**config.mk**
```make
export PLATFORM = sky130hd
export DESIGN_NAME = i2c_master_byte_engine
export DESIGN_NICKNAME = d
export VERILOG_FILES = /design/src/rtl/core/i2cm_pkg.sv /design/src/rtl/core/i2c_master_byte_engine.sv
export VERILOG_INCLUDE_DIRS = /design/src /design/src/rtl/core
export SDC_FILE = /design/constraint.sdc
export NUM_CORES = 1
export LEC_CHECK = 0
export BUFFER_PORTS_ARGS = -buffer_cell sky130_fd_sc_hd__clkbuf_2
export CAP_MARGIN = 20
export CORE_ASPECT_RATIO = 1.2
export CORE_MARGIN = 4
export CORE_UTILIZATION = 40
export CTS_BUF_LIST = sky130_fd_sc_hd__clkbuf_4 sky130_fd_sc_hd__clkbuf_8
export DETAILED_ROUTE_END_ITERATION = 10
export PLACE_DENSITY = 0.71
export SYNTH_ARGS = -nofsm -noshare
export SYNTH_HDL_FRONTEND = slang
export SYNTH_SLANG_ARGS = --single-unit
```
**constraint.sdc**
```tcl
create_clock -name clk_i -period 3.5 [get_ports clk_i]
set_input_delay 0.7 -clock clk_i [delete_from_list [all_inputs] [get_ports clk_i]]
set_output_delay 0.7 -clock clk_i [all_outputs]
set_load 0.05 [all_outputs]
```
**src/rtl/core/i2c_master_byte_engine_macros.svh**
```systemverilog
// Assertion macros for the I2C master byte engine.
// Used by i2c_master_byte_engine.sv; expects clk_i and rst_ni in scope.
`ifndef I2C_MASTER_BYTE_ENGINE_MACROS_SVH
`define I2C_MASTER_BYTE_ENGINE_MACROS_SVH

// same-cycle implication, disabled during reset
`define I2CM_ASSERT_NOW(lbl, ante, cons, msg) \
  lbl: assert property (@(posedge clk_i) disable iff (!rst_ni) (ante) |-> (cons)) \
    else $error(msg);

// next-cycle implication, disabled during reset
`define I2CM_ASSERT_NEXT(lbl, ante, cons, msg) \
  lbl: assert property (@(posedge clk_i) disable iff (!rst_ni) (ante) |=> (cons)) \
    else $error(msg);

`endif

```
**src/rtl/core/i2cm_pkg.sv**
```systemverilog
// Shared types and constants of the I2C master byte engine.
// No dependencies; used by i2c_master_byte_engine.
`default_nettype none

package i2cm_pkg;

  // sequencer phases
  localparam logic [3:0] PH_IDLE        = 4'd0;
  localparam logic [3:0] PH_RS_SDA_HIGH = 4'd1;
  localparam logic [3:0] PH_RS_WAIT     = 4'd2;
  localparam logic [3:0] PH_RS_HIGH     = 4'd3;
  localparam logic [3:0] PH_ST_SDA_LOW  = 4'd4;
  localparam logic [3:0] PH_ST_SCL_LOW  = 4'd5;
  localparam logic [3:0] PH_BIT_SETUP   = 4'd6;
  localparam logic [3:0] PH_BIT_WAIT    = 4'd7;
  localparam logic [3:0] PH_BIT_HIGH    = 4'd8;
  localparam logic [3:0] PH_BIT_LOW     = 4'd9;
  localparam logic [3:0] PH_SP_SDA_LOW  = 4'd10;
  localparam logic [3:0] PH_SP_WAIT     = 4'd11;
  localparam logic [3:0] PH_SP_HIGH     = 4'd12;
  localparam logic [3:0] PH_SP_END      = 4'd13;

  // commands
  localparam logic [2:0] OP_NONE  = 3'd0;
  localparam logic [2:0] OP_START = 3'd1;
  localparam logic [2:0] OP_STOP  = 3'd2;
  localparam logic [2:0] OP_WRITE = 3'd3;
  localparam logic [2:0] OP_READ  = 3'd4;
  localparam logic [2:0] OP_ADDR  = 3'd5;

  // status codes
  localparam logic [1:0] ST_OK      = 2'd0;
  localparam logic [1:0] ST_TIMEOUT = 2'd1;
  localparam logic [1:0] ST_NACK    = 2'd2;

  // register map (word index)
  localparam logic REG_STRETCH = 1'b0;
  localparam logic REG_PHASE   = 1'b1;

  localparam logic [15:0] STRETCH_RESET = 16'd4000;
  localparam logic [7:0]  PHASE_RESET   = 8'd1;

  localparam logic [3:0]  BITS_PER_BYTE = 4'd8;
  localparam logic [3:0]  LAST_BIT      = 4'd9;

  typedef struct packed {
    logic       scl_pull_low;
    logic       sda_pull_low;
    logic       ready_res;
    logic       done_res;
    logic [7:0] rx_byte;
    logic [1:0] status;
  } res_t;

endpackage

`default_nettype wire

```
**src/rtl/core/i2c_master_byte_engine.sv**
```systemverilog
// I2C master byte engine: sequencer, APB register port, output register with skid.
// Depends on i2cm_pkg and i2c_master_byte_engine_macros.svh.
//
// Each input beat is one timing tick carrying the sampled SCL/SDA levels and a
// command, which is taken only while the previous result showed ready_res. The
// sequencer advances at most one phase per tick. One result beat comes out per
// input beat and is registered; the block takes one beat every cycle while
// in_stall_o is low. An output register plus a one-entry skid stage decouple
// the two sides, so in_stall_o rises only once two results are waiting.
// Registers: stretch_timeout at 0x0, phase_ticks at 0x4; a value of 0 acts as 1.
`default_nettype none
`include "i2c_master_byte_engine_macros.svh"

module i2c_master_byte_engine (
  input  wire logic        clk_i,
  input  wire logic        rst_ni,
  // tick channel
  input  wire logic        in_valid_i,
  output logic             in_stall_o,
  input  wire logic [2:0]  opcode_i,
  input  wire logic [7:0]  data_byte_i,
  input  wire logic        read_not_write_i,
  input  wire logic        send_ack_i,
  input  wire logic        scl_level_i,
  input  wire logic        sda_level_i,
  // result channel
  output logic             out_valid_o,
  input  wire logic        out_stall_i,
  output logic             scl_pull_low_o,
  output logic             sda_pull_low_o,
  output logic             ready_res_o,
  output logic             done_res_o,
  output logic [7:0]       rx_byte_o,
  output logic [1:0]       status_o,
  // APB register port
  input  wire logic        psel,
  input  wire logic        penable,
  input  wire logic        pwrite,
  input  wire logic [2:0]  paddr,
  input  wire logic [31:0] pwdata,
  output logic [31:0]      prdata,
  output logic             pready
);

  // ---------------- configuration ----------------
  logic [15:0] stretch_timeout_q;
  logic [7:0]  phase_ticks_q;
  logic        cfg_wr;

  assign pready = 1'b1;
  assign cfg_wr = psel & penable & pwrite;

  always_ff @(posedge clk_i or negedge rst_ni) begin
    if (!rst_ni) begin
      stretch_timeout_q <= i2cm_pkg::STRETCH_RESET;
      phase_ticks_q     <= i2cm_pkg::PHASE_RESET;
    end else if (cfg_wr) begin
      if (paddr[2] == i2cm_pkg::REG_STRETCH) begin
        stretch_timeout_q <= pwdata[15:0];
      end else begin
        phase_ticks_q <= pwdata[7:0];
      end
    end
  end

  always_comb begin
    if (paddr[2] == i2cm_pkg::REG_PHASE) begin
      prdata = {24'd0, phase_ticks_q};
    end else begin
      prdata = {16'd0, stretch_timeout_q};
    end
  end

  // ---------------- sequencer state ----------------
  logic [3:0]  phase_q, phase_d;
  logic [2:0]  cmd_q, cmd_d;
  logic [3:0]  bit_cnt_q, bit_cnt_d;
  logic [7:0]  shift_q, shift_d;
  logic [15:0] wait_q, wait_d;
  logic [7:0]  tick_q, tick_d;
  logic        scl_drv_q, scl_drv_d;
  logic        sda_drv_q, sda_drv_d;
  logic [1:0]  status_q, status_d;
  logic        ack_q, ack_d;
  logic [7:0]  rx_q, rx_d;
  logic        done_d;

  logic [7:0]  tick_lim, tick_inc;
  logic [15:0] wait_lim, wait_inc;
  logic        hold_over, wait_to;
  logic [3:0]  bit_next;

  logic        in_acc;

  // SDA drive at the start of a bit slot: data bits for writes, ACK slot for reads
  function automatic logic bit_low(input logic [2:0] cmd, input logic [3:0] bcnt,
                                   input logic [7:0] shr, input logic ack);
    logic r;
    if (cmd == i2cm_pkg::OP_READ) begin
      r = (bcnt >= i2cm_pkg::BITS_PER_BYTE) && ack;
    end else begin
      r = (bcnt < i2cm_pkg::BITS_PER_BYTE) && !shr[7];
    end
    return r;
  endfunction

  assign tick_lim  = (phase_ticks_q == 8'd0) ? 8'd1 : phase_ticks_q;
  assign tick_inc  = (tick_q != 8'hff) ? tick_q + 8'd1 : tick_q;
  assign hold_over = tick_inc >= tick_lim;
  assign wait_lim  = (stretch_timeout_q == 16'd0) ? 16'd1 : stretch_timeout_q;
  assign wait_inc  = (wait_q != 16'hffff) ? wait_q + 16'd1 : wait_q;
  assign wait_to   = wait_inc >= wait_lim;
  assign bit_next  = bit_cnt_q + 4'd1;

  always_comb begin
    phase_d   = phase_q;
    cmd_d     = cmd_q;
    bit_cnt_d = bit_cnt_q;
    shift_d   = shift_q;
    wait_d    = wait_q;
    tick_d    = tick_q;
    scl_drv_d = scl_drv_q;
    sda_drv_d = sda_drv_q;
    status_d  = status_q;
    ack_d     = ack_q;
    rx_d      = rx_q;
    done_d    = 1'b0;

    unique case (phase_q)
      i2cm_pkg::PH_IDLE: begin
        unique case (opcode_i)
          i2cm_pkg::OP_START, i2cm_pkg::OP_ADDR: begin
            cmd_d     = opcode_i;
            shift_d   = {data_byte_i[6:0], read_not_write_i};
            bit_cnt_d = 4'd0;
            tick_d    = 8'd0;
            if (scl_drv_q) begin
              // SCL held low: repeated start
              sda_drv_d = 1'b0;
              phase_d   = i2cm_pkg::PH_RS_SDA_HIGH;
            end else begin
              sda_drv_d = 1'b1;
              phase_d   = i2cm_pkg::PH_ST_SDA_LOW;
            end
          end
          i2cm_pkg::OP_STOP: begin
            cmd_d     = opcode_i;
            sda_drv_d = 1'b1;
            tick_d    = 8'd0;
            phase_d   = i2cm_pkg::PH_SP_SDA_LOW;
          end
          i2cm_pkg::OP_WRITE: begin
            cmd_d     = opcode_i;
            shift_d   = data_byte_i;
            bit_cnt_d = 4'd0;
            sda_drv_d = !data_byte_i[7];
            tick_d    = 8'd0;
            phase_d   = i2cm_pkg::PH_BIT_SETUP;
          end
          i2cm_pkg::OP_READ: begin
            cmd_d     = opcode_i;
            shift_d   = 8'd0;
            ack_d     = send_ack_i;
            bit_cnt_d = 4'd0;
            sda_drv_d = 1'b0;
            tick_d    = 8'd0;
            phase_d   = i2cm_pkg::PH_BIT_SETUP;
          end
          default: begin
          end
        endcase
      end

      i2cm_pkg::PH_RS_SDA_HIGH: begin
        tick_d = tick_inc;
        if (hold_over) begin
          scl_drv_d = 1'b0;
          wait_d    = 16'd0;
          phase_d   = i2cm_pkg::PH_RS_WAIT;
        end
      end

      i2cm_pkg::PH_RS_WAIT: begin
        if (scl_level_i) begin
          tick_d  = 8'd0;
          phase_d = i2cm_pkg::PH_RS_HIGH;
        end else begin
          wait_d = wait_inc;
          if (wait_to) begin
            status_d = i2cm_pkg::ST_TIMEOUT;
            phase_d  = i2cm_pkg::PH_IDLE;
            done_d   = 1'b1;
          end
        end
      end

      i2cm_pkg::PH_RS_HIGH: begin
        tick_d = tick_inc;
        if (hold_over) begin
          sda_drv_d = 1'b1;
          tick_d    = 8'd0;
          phase_d   = i2cm_pkg::PH_ST_SDA_LOW;
        end
      end

      i2cm_pkg::PH_ST_SDA_LOW: begin
        tick_d = tick_inc;
        if (hold_over) begin
          scl_drv_d = 1'b1;
          tick_d    = 8'd0;
          phase_d   = i2cm_pkg::PH_ST_SCL_LOW;
        end
      end

      i2cm_pkg::PH_ST_SCL_LOW: begin
        tick_d = tick_inc;
        if (hold_over) begin
          if (cmd_q == i2cm_pkg::OP_ADDR) begin
            bit_cnt_d = 4'd0;
            sda_drv_d = bit_low(cmd_q, 4'd0, shift_q, ack_q);
            tick_d    = 8'd0;
            phase_d   = i2cm_pkg::PH_BIT_SETUP;
          end else begin
            status_d = i2cm_pkg::ST_OK;
            phase_d  = i2cm_pkg::PH_IDLE;
            done_d   = 1'b1;
          end
        end
      end

      i2cm_pkg::PH_BIT_SETUP: begin
        tick_d = tick_inc;
        if (hold_over) begin
          scl_drv_d = 1'b0;
          wait_d    = 16'd0;
          phase_d   = i2cm_pkg::PH_BIT_WAIT;
        end
      end

      i2cm_pkg::PH_BIT_WAIT: begin
        if (scl_level_i) begin
          // sample SDA on the first tick SCL reads high
          if (bit_cnt_q < i2cm_pkg::BITS_PER_BYTE) begin
            shift_d = {shift_q[6:0], (cmd_q == i2cm_pkg::OP_READ) && sda_level_i};
          end else if (cmd_q != i2cm_pkg::OP_READ) begin
            ack_d = sda_level_i;
          end
          tick_d  = 8'd0;
          phase_d = i2cm_pkg::PH_BIT_HIGH;
        end else begin
          wait_d = wait_inc;
          if (wait_to) begin
            status_d = i2cm_pkg::ST_TIMEOUT;
            phase_d  = i2cm_pkg::PH_IDLE;
            done_d   = 1'b1;
          end
        end
      end

      i2cm_pkg::PH_BIT_HIGH: begin
        tick_d = tick_inc;
        if (hold_over) begin
          scl_drv_d = 1'b1;
          tick_d    = 8'd0;
          phase_d   = i2cm_pkg::PH_BIT_LOW;
        end
      end

      i2cm_pkg::PH_BIT_LOW: begin
        tick_d = tick_inc;
        if (hold_over) begin
          bit_cnt_d = bit_next;
          if (bit_next < i2cm_pkg::LAST_BIT) begin
            sda_drv_d = bit_low(cmd_q, bit_next, shift_q, ack_q);
            tick_d    = 8'd0;
            phase_d   = i2cm_pkg::PH_BIT_SETUP;
          end else if (cmd_q == i2cm_pkg::OP_WRITE) begin
            status_d = ack_q ? i2cm_pkg::ST_NACK : i2cm_pkg::ST_OK;
            phase_d  = i2cm_pkg::PH_IDLE;
            done_d   = 1'b1;
          end else if (cmd_q == i2cm_pkg::OP_READ) begin
            rx_d     = shift_q;
            status_d = i2cm_pkg::ST_OK;
            phase_d  = i2cm_pkg::PH_IDLE;
            done_d   = 1'b1;
          end else if (ack_q) begin
            // address not acknowledged: automatic stop
            status_d  = i2cm_pkg::ST_NACK;
            sda_drv_d = 1'b1;
            tick_d    = 8'd0;
            phase_d   = i2cm_pkg::PH_SP_SDA_LOW;
          end else begin
            status_d = i2cm_pkg::ST_OK;
            phase_d  = i2cm_pkg::PH_IDLE;
            done_d   = 1'b1;
          end
        end
      end

      i2cm_pkg::PH_SP_SDA_LOW: begin
        tick_d = tick_inc;
        if (hold_over) begin
          scl_drv_d = 1'b0;
          wait_d    = 16'd0;
          phase_d   = i2cm_pkg::PH_SP_WAIT;
        end
      end

      i2cm_pkg::PH_SP_WAIT: begin
        if (scl_level_i) begin
          tick_d  = 8'd0;
          phase_d = i2cm_pkg::PH_SP_HIGH;
        end else begin
          wait_d = wait_inc;
          if (wait_to) begin
            status_d = (cmd_q == i2cm_pkg::OP_ADDR) ? i2cm_pkg::ST_NACK
                                                    : i2cm_pkg::ST_TIMEOUT;
            phase_d  = i2cm_pkg::PH_IDLE;
            done_d   = 1'b1;
          end
        end
      end

      i2cm_pkg::PH_SP_HIGH: begin
        tick_d = tick_inc;
        if (hold_over) begin
          sda_drv_d = 1'b0;
          tick_d    = 8'd0;
          phase_d   = i2cm_pkg::PH_SP_END;
        end
      end

      i2cm_pkg::PH_SP_END: begin
        tick_d = tick_inc;
        if (hold_over) begin
          status_d = (cmd_q == i2cm_pkg::OP_ADDR) ? i2cm_pkg::ST_NACK : i2cm_pkg::ST_OK;
          phase_d  = i2cm_pkg::PH_IDLE;
          done_d   = 1'b1;
        end
      end

      default: begin
        phase_d = i2cm_pkg::PH_IDLE;
      end
    endcase
  end

  always_ff @(posedge clk_i or negedge rst_ni) begin
    if (!rst_ni) begin
      phase_q   <= i2cm_pkg::PH_IDLE;
      cmd_q     <= i2cm_pkg::OP_NONE;
      bit_cnt_q <= 4'd0;
      shift_q   <= 8'd0;
      wait_q    <= 16'd0;
      tick_q    <= 8'd0;
      scl_drv_q <= 1'b0;
      sda_drv_q <= 1'b0;
      status_q  <= i2cm_pkg::ST_OK;
      ack_q     <= 1'b0;
      rx_q      <= 8'd0;
    end else if (in_acc) begin
      phase_q   <= phase_d;
      cmd_q     <= cmd_d;
      bit_cnt_q <= bit_cnt_d;
      shift_q   <= shift_d;
      wait_q    <= wait_d;
      tick_q    <= tick_d;
      scl_drv_q <= scl_drv_d;
      sda_drv_q <= sda_drv_d;
      status_q  <= status_d;
      ack_q     <= ack_d;
      rx_q      <= rx_d;
    end
  end

  // ---------------- result register and skid stage ----------------
  i2cm_pkg::res_t res_new, out_q, skid_q;
  logic           out_valid_q, skid_valid_q;
  logic           out_take;

  assign res_new = '{scl_pull_low: scl_drv_d,
                     sda_pull_low: sda_drv_d,
                     ready_res:    (phase_d == i2cm_pkg::PH_IDLE),
                     done_res:     done_d,
                     rx_byte:      rx_d,
                     status:       status_d};

  assign in_stall_o = skid_valid_q;
  assign in_acc     = in_valid_i & ~skid_valid_q;
  assign out_take   = out_valid_q & ~out_stall_i;

  always_ff @(posedge clk_i or negedge rst_ni) begin
    if (!rst_ni) begin
      out_valid_q  <= 1'b0;
      skid_valid_q <= 1'b0;
    end else begin
      if (out_take) begin
        if (skid_valid_q) begin
          skid_valid_q <= 1'b0;
        end else begin
          out_valid_q <= in_acc;
        end
      end else if (!out_valid_q) begin
        out_valid_q <= in_acc;
      end else if (in_acc) begin
        skid_valid_q <= 1'b1;
      end
    end
  end

  always_ff @(posedge clk_i) begin
    if (out_take && skid_valid_q) begin
      out_q <= skid_q;
    end else if (in_acc && (out_take || !out_valid_q)) begin
      out_q <= res_new;
    end
    if (in_acc && out_valid_q && !out_take) begin
      skid_q <= res_new;
    end
  end

  assign out_valid_o    = out_valid_q;
  assign scl_pull_low_o = out_q.scl_pull_low;
  assign sda_pull_low_o = out_q.sda_pull_low;
  assign ready_res_o    = out_q.ready_res;
  assign done_res_o     = out_q.done_res;
  assign rx_byte_o      = out_q.rx_byte;
  assign status_o       = out_q.status;

  // ---------------- assertions ----------------
  `I2CM_ASSERT_NOW(a_skid_behind_out, skid_valid_q, out_valid_q,
                   "skid stage holds a beat while output register is empty")
  `I2CM_ASSERT_NOW(a_phase_known, 1'b1, phase_q <= i2cm_pkg::PH_SP_END,
                   "sequencer phase out of range")
  `I2CM_ASSERT_NOW(a_done_is_idle, out_valid_q && out_q.done_res, out_q.ready_res,
                   "done result without idle sequencer")
  `I2CM_ASSERT_NOW(a_bit_cnt_range, 1'b1, bit_cnt_q <= i2cm_pkg::LAST_BIT,
                   "bit counter past ACK slot")
  `I2CM_ASSERT_NEXT(a_stall_no_advance, in_valid_i && skid_valid_q,
                    $stable(phase_q) && $stable(tick_q),
                    "sequencer advanced on a stalled beat")

endmodule

`default_nettype wire
```
==> impl_results.md <==
- Largest fanout of any net on the critical path: 6
- Wire length of the first global-routing pass: 26200 um
- Outcome: complete, but fails checks
- Type of destination of the critical path: flip-flop
- DRC violations left: 0
- Master of the slowest instance on the critical path: dfrtp_1
- Number of clock sinks seen by CTS: between 100 and 150
- Cell row count: 52
- Warnings from Yosys: 0
- Clock network latency to the later pin of the worst-skew pair: roughly 400 ps
- Combined buffer and inverter count along the critical path: 2
- Area used by multi-input combinational logic: around 0.0038 mm2
- Initial standard-cell utilization of the core: 40.6%
- Dominant synthesized flop cell: dfrtp_1
- Critical Path Start Type: flip-flop
- # diodes: 0
- Cells traversed along the worst timing path: and4_1 -> and4_1 -> and3_4 -> and3_4 -> nor3_4 -> nand2_2 -> xnor2_2 -> ha_1 -> a211oi_2 -> nor2_1 -> a211oi_2 -> o21ai_4 -> buf_4 -> nand3_2 -> a221oi_2 -> buf_4 -> mux2_2
- Max-slew violation count: 0
- Tot GR Track Use: 16.7%
- Wirelength per Cell: 15.5 um
- Fraction of final layout cells with drive strength greater than 1: between 20% and 30%
- Final worst path period share: 104%
- TritonCTS clock tree: done
- Ports placed on the boundary: 106
- Placed Area: between 0.007 and 0.008 mm2
- Area of all sequential standard cells: between 0.002 and 0.003 mm2
- WP data required: 3680 ps
- Average size of a mapped cell: 9.19 um2
- Total length of routed wires: about 17000 um
- Layout area overhead: 20.8%
- Largest net degree at the start of global routing: 83
- Clock skew: 18.7 ps
- DP HPWL: between 10000 and 15000 um
- Adder-cell share of the synthesized area: 4.95%
- Count of final hold-check violations: 0
- Final setup violating endpoints: 4
- Congestion Overflow GR: 0
- Count of routing violations after the opening detailed-route iteration: between 300 and 400
- Multiplexer fraction of the synthesized cell area: 7.74%
- Number of nets with antenna violations after detailed routing: 0
- Number of fillers in the final layout: approximately 1600
- Share of the synthesized area in compound gates (AO/OA/AOI/OAI): between 10% and 20%
- Peak per-stage delay on the critical path: 410 ps
- Violations in the final reports: negative setup slack
- Horizontal extent of the die: between 100 and 150 um
- Routed vias: between 5000 and 6000
- Max clock buf depth: 2
- Final WS setup: -127 ps
- CP Class: flip-flop to flip-flop
- Total clock buffers created by CTS: 9
- Worst ir drop on vdd: ~320 uV
- Share of synthesized cell area in and, or, nand and nor gates: 18.3%
- Area of the placeable core: 0.0168 mm2
- Cell area after technology mapping: roughly 0.007 mm2
- Leakage dissipation: 3.81 nW
- Net switching fraction of the power: a little under half
- Per-cell via count in the routed design: 5.47
- Unique cell type count in the Yosys netlist: 73
- Family of cells with the greatest summed delay on the critical path: simple AND/OR/NAND/NOR gates
- Routability cong.: 0.953
- Initial antenna violation count: 0
- Final core utilization: 49.1%
- Max Fclk: between 200 and 300 MHz
- Power Dens Cells: 672 mW/mm2
- Tmin final: between 3000 and 4000 ps
- Pre-antenna DRT Iters: 5
- Final std cell area, no fill: between 0.008 and 0.009 mm2
- Die area: around 0.019 mm2
- Number of global-route vias before repair: 5463
- Register area share after synthesis: between 40% and 50%
- Number of enable-type register cells in the synthesized netlist: 28
- Buffer cell driving the clock tree root: clkbuf_8
- Share of total power in the clock network: 15.2%
- Combinational family with the most area after synthesis: simple AND/OR/NAND/NOR gates
- Total of max-cap violations: 0
- Port bufs: 70
- Internal power: just under 0.003 W
- Hold bufs inserted after CTS: 0
- Clock-pin slew reported for the worst setup and hold paths after clock tree synthesis: 130 ps
- Net count of the finished layout: 935
- Portion of total power attributed to combinational logic: a little under half
- RSZ-0062 raised after global routing: yes
- Worst slew pin tran: roughly 790 ps
- Vertical extent of the die: 151 um
- Total number of H-tree levels: 3
- Max-Slew Margin vs Limit: around 47%
- Synth Instances: 742
- Net Sw Power: about 0.0026 W
- Data arrival time of the worst path: 3800 ps
- Class of the most critical hold timing path: input port to asynchronous set/reset pin
- Synth Area in XOR/XNOR: 2.18%
- Fraction of power consumed by sequential logic: 37.5%
- FFs w/ async S/R, synth: about three quarters
- Synthesis-stage register bit count: 110
## stage by stage
| step | instances | setup TNS, ps | total power [W] | setup slack [ps] | hold WS, ps |
|---|---|---|---|---|---|
| global placement | 1049 | -646 | 0.00454 | -210 | 464 |
| finish | 1072 | -277 | 0.00554 | -127 | 163 |
| floorplan | 757 | -57.4 | 0.00392 | -57.4 | 404 |
| CTS | 1066 | -116 | 0.00548 | -78.9 | 490 |
| detailed placement | 1049 | -856 | 0.00461 | -269 | 470 |
| global route | 1072 | -1240 | 0.00590 | -291 | 157 |
## routing by layer
layer	global-route usage, %	up-vias	routed length, um
met2	28.6	142	8260
met5	0	-	0
li1	-	2869	-
met4	6.60	0	363
met3	2.72	30	701
met1	21.3	2824	7330
## layout make-up
cell class                      instances  area share [%]
Multi-Input combinational cell        558            46.3
Sequential cell                       110            35.2
Timing Repair Buffer                  134            10.9
Tap cell                              216            3.28
Inverter                               38            1.73
Clock buffer                            9            1.50
Clock inverter                          7            1.05
## placed cells by master, fill, tap and decap left out, types with 7 or more instances in the layout
cell type and instances:
nor3_1 17, nand2_1 74, dfrtp_1 75, edfxtp_1 28, mux2_2 36, o21ai_0 30, o22ai_1 9, dfstp_2 7
nand4_1 7, inv_1 37, a22o_1 10, clkbuf_2 69, nor2_1 67, ha_1 26, a31oi_1 14, xnor2_1 9
nor2b_1 11, conb_1 17, clkbuf_8 9, a21oi_1 64, mux2i_1 10, buf_4 59, nand3_1 13, nor3b_1 7
## worst paths after layout
kind | endpoint | slack [ps] | depth (start not counted) | from
worst max-delay path | done_res_o | -130 | 17 | wait_q[7]
worst min-delay path | stretch_timeout_q[2] | 160 | 1 | rst_ni
worst max register to register | done_res_o | -130 | 17 | wait_q[7]
worst min register to register | rx_q[2] | 500 | 2 | rx_q[2]
max in group asynchronous | out_valid_o | 2720 | 2 | rst_ni
min in group clk_i | rx_q[2] | 500 | 2 | rx_q[2]
## power by group through the flow
| stage | clock network, W | logic, W | registers [W] |
|---|---|---|---|
| finish | 0.000845 | 0.00262 | 0.00208 |
| global route | 0.000909 | 0.00286 | 0.00213 |
| CTS | 0.000863 | 0.00255 | 0.00207 |
| detailed placement | 0 | 0.00251 | 0.00210 |
| global placement | 0 | 0.00246 | 0.00209 |
| floorplan | 0 | 0.00163 | 0.00229 |
## logic make-up (layout without fill, tap and decap cells)
group	count (synthesis)	count (layout)
compound gates	193	193
xor+xnor	17	17
fa+ha+maj	27	27
buf+inv	89	188
flops	110	110
mux	48	48
other cells	2	17
simple gates	256	256
## synthesized netlist by cell type, types with 3 or more instances
cell,count,area (um2)
clkbuf_1,19,71.3
nand3b_1,3,22.5
a22o_1,10,87.6
a21oi_1,64,320
inv_1,37,139
and4_1,3,26.3
nor4_1,7,43.8
a21o_1,6,45.0
dfrtp_1,75,1880
xor2_1,3,26.3
o22ai_1,9,56.3
buf_2,12,60.1
a32o_1,5,50.1
nor3b_1,7,52.6
edfxtp_1,28,841
buf_4,17,128
a41oi_1,3,26.3
mux2_2,38,428
and3_1,10,62.6
nor2b_1,11,68.8
o21ai_0,32,160
nand3_1,17,85.1
a31oi_1,15,93.8
a211oi_1,7,52.6
mux2i_1,10,100
nand2b_1,6,37.5
nor3_1,18,90.1
xnor2_1,14,123
o31ai_1,3,22.5
nand4_1,7,43.8
ha_1,27,338
o21ai_1,5,25.0
nor2_1,71,267
dfstp_2,7,184
o211ai_1,5,37.5
nand2_1,78,293
buf_1,3,11.3
o21a_1,3,22.5
## state kept, by name, indices dropped and copies added, names as in the netlist
| register | cells |
|---|---|
| ack_q | 1 |
| bit_cnt_q | 4 |
| cmd_q | 3 |
| done_res_o | 1 |
| in_stall_o | 1 |
| out_valid_o | 1 |
| phase_q | 4 |
| phase_ticks_q | 8 |
| ready_res_o | 1 |
| rx_byte_o | 8 |
| rx_q | 8 |
| scl_drv_q | 1 |
| scl_pull_low_o | 1 |
| sda_drv_q | 1 |
| sda_pull_low_o | 1 |
| shift_q | 8 |
| skid_q | 14 |
| status_o | 2 |
| status_q | 2 |
| stretch_timeout_q | 16 |
| tick_q | 8 |
| wait_q | 16 |
## what timing repair did
action	4_1_cts	5_1_grt
pin swaps	10	17
gates cloned	0	1
endpoints found under the hold margin	0	0
endpoints found under the setup margin	9	39
buffers inserted	1	4
gates resized for setup	12	34
Note: power is estimated with default switching activity, not from simulation.
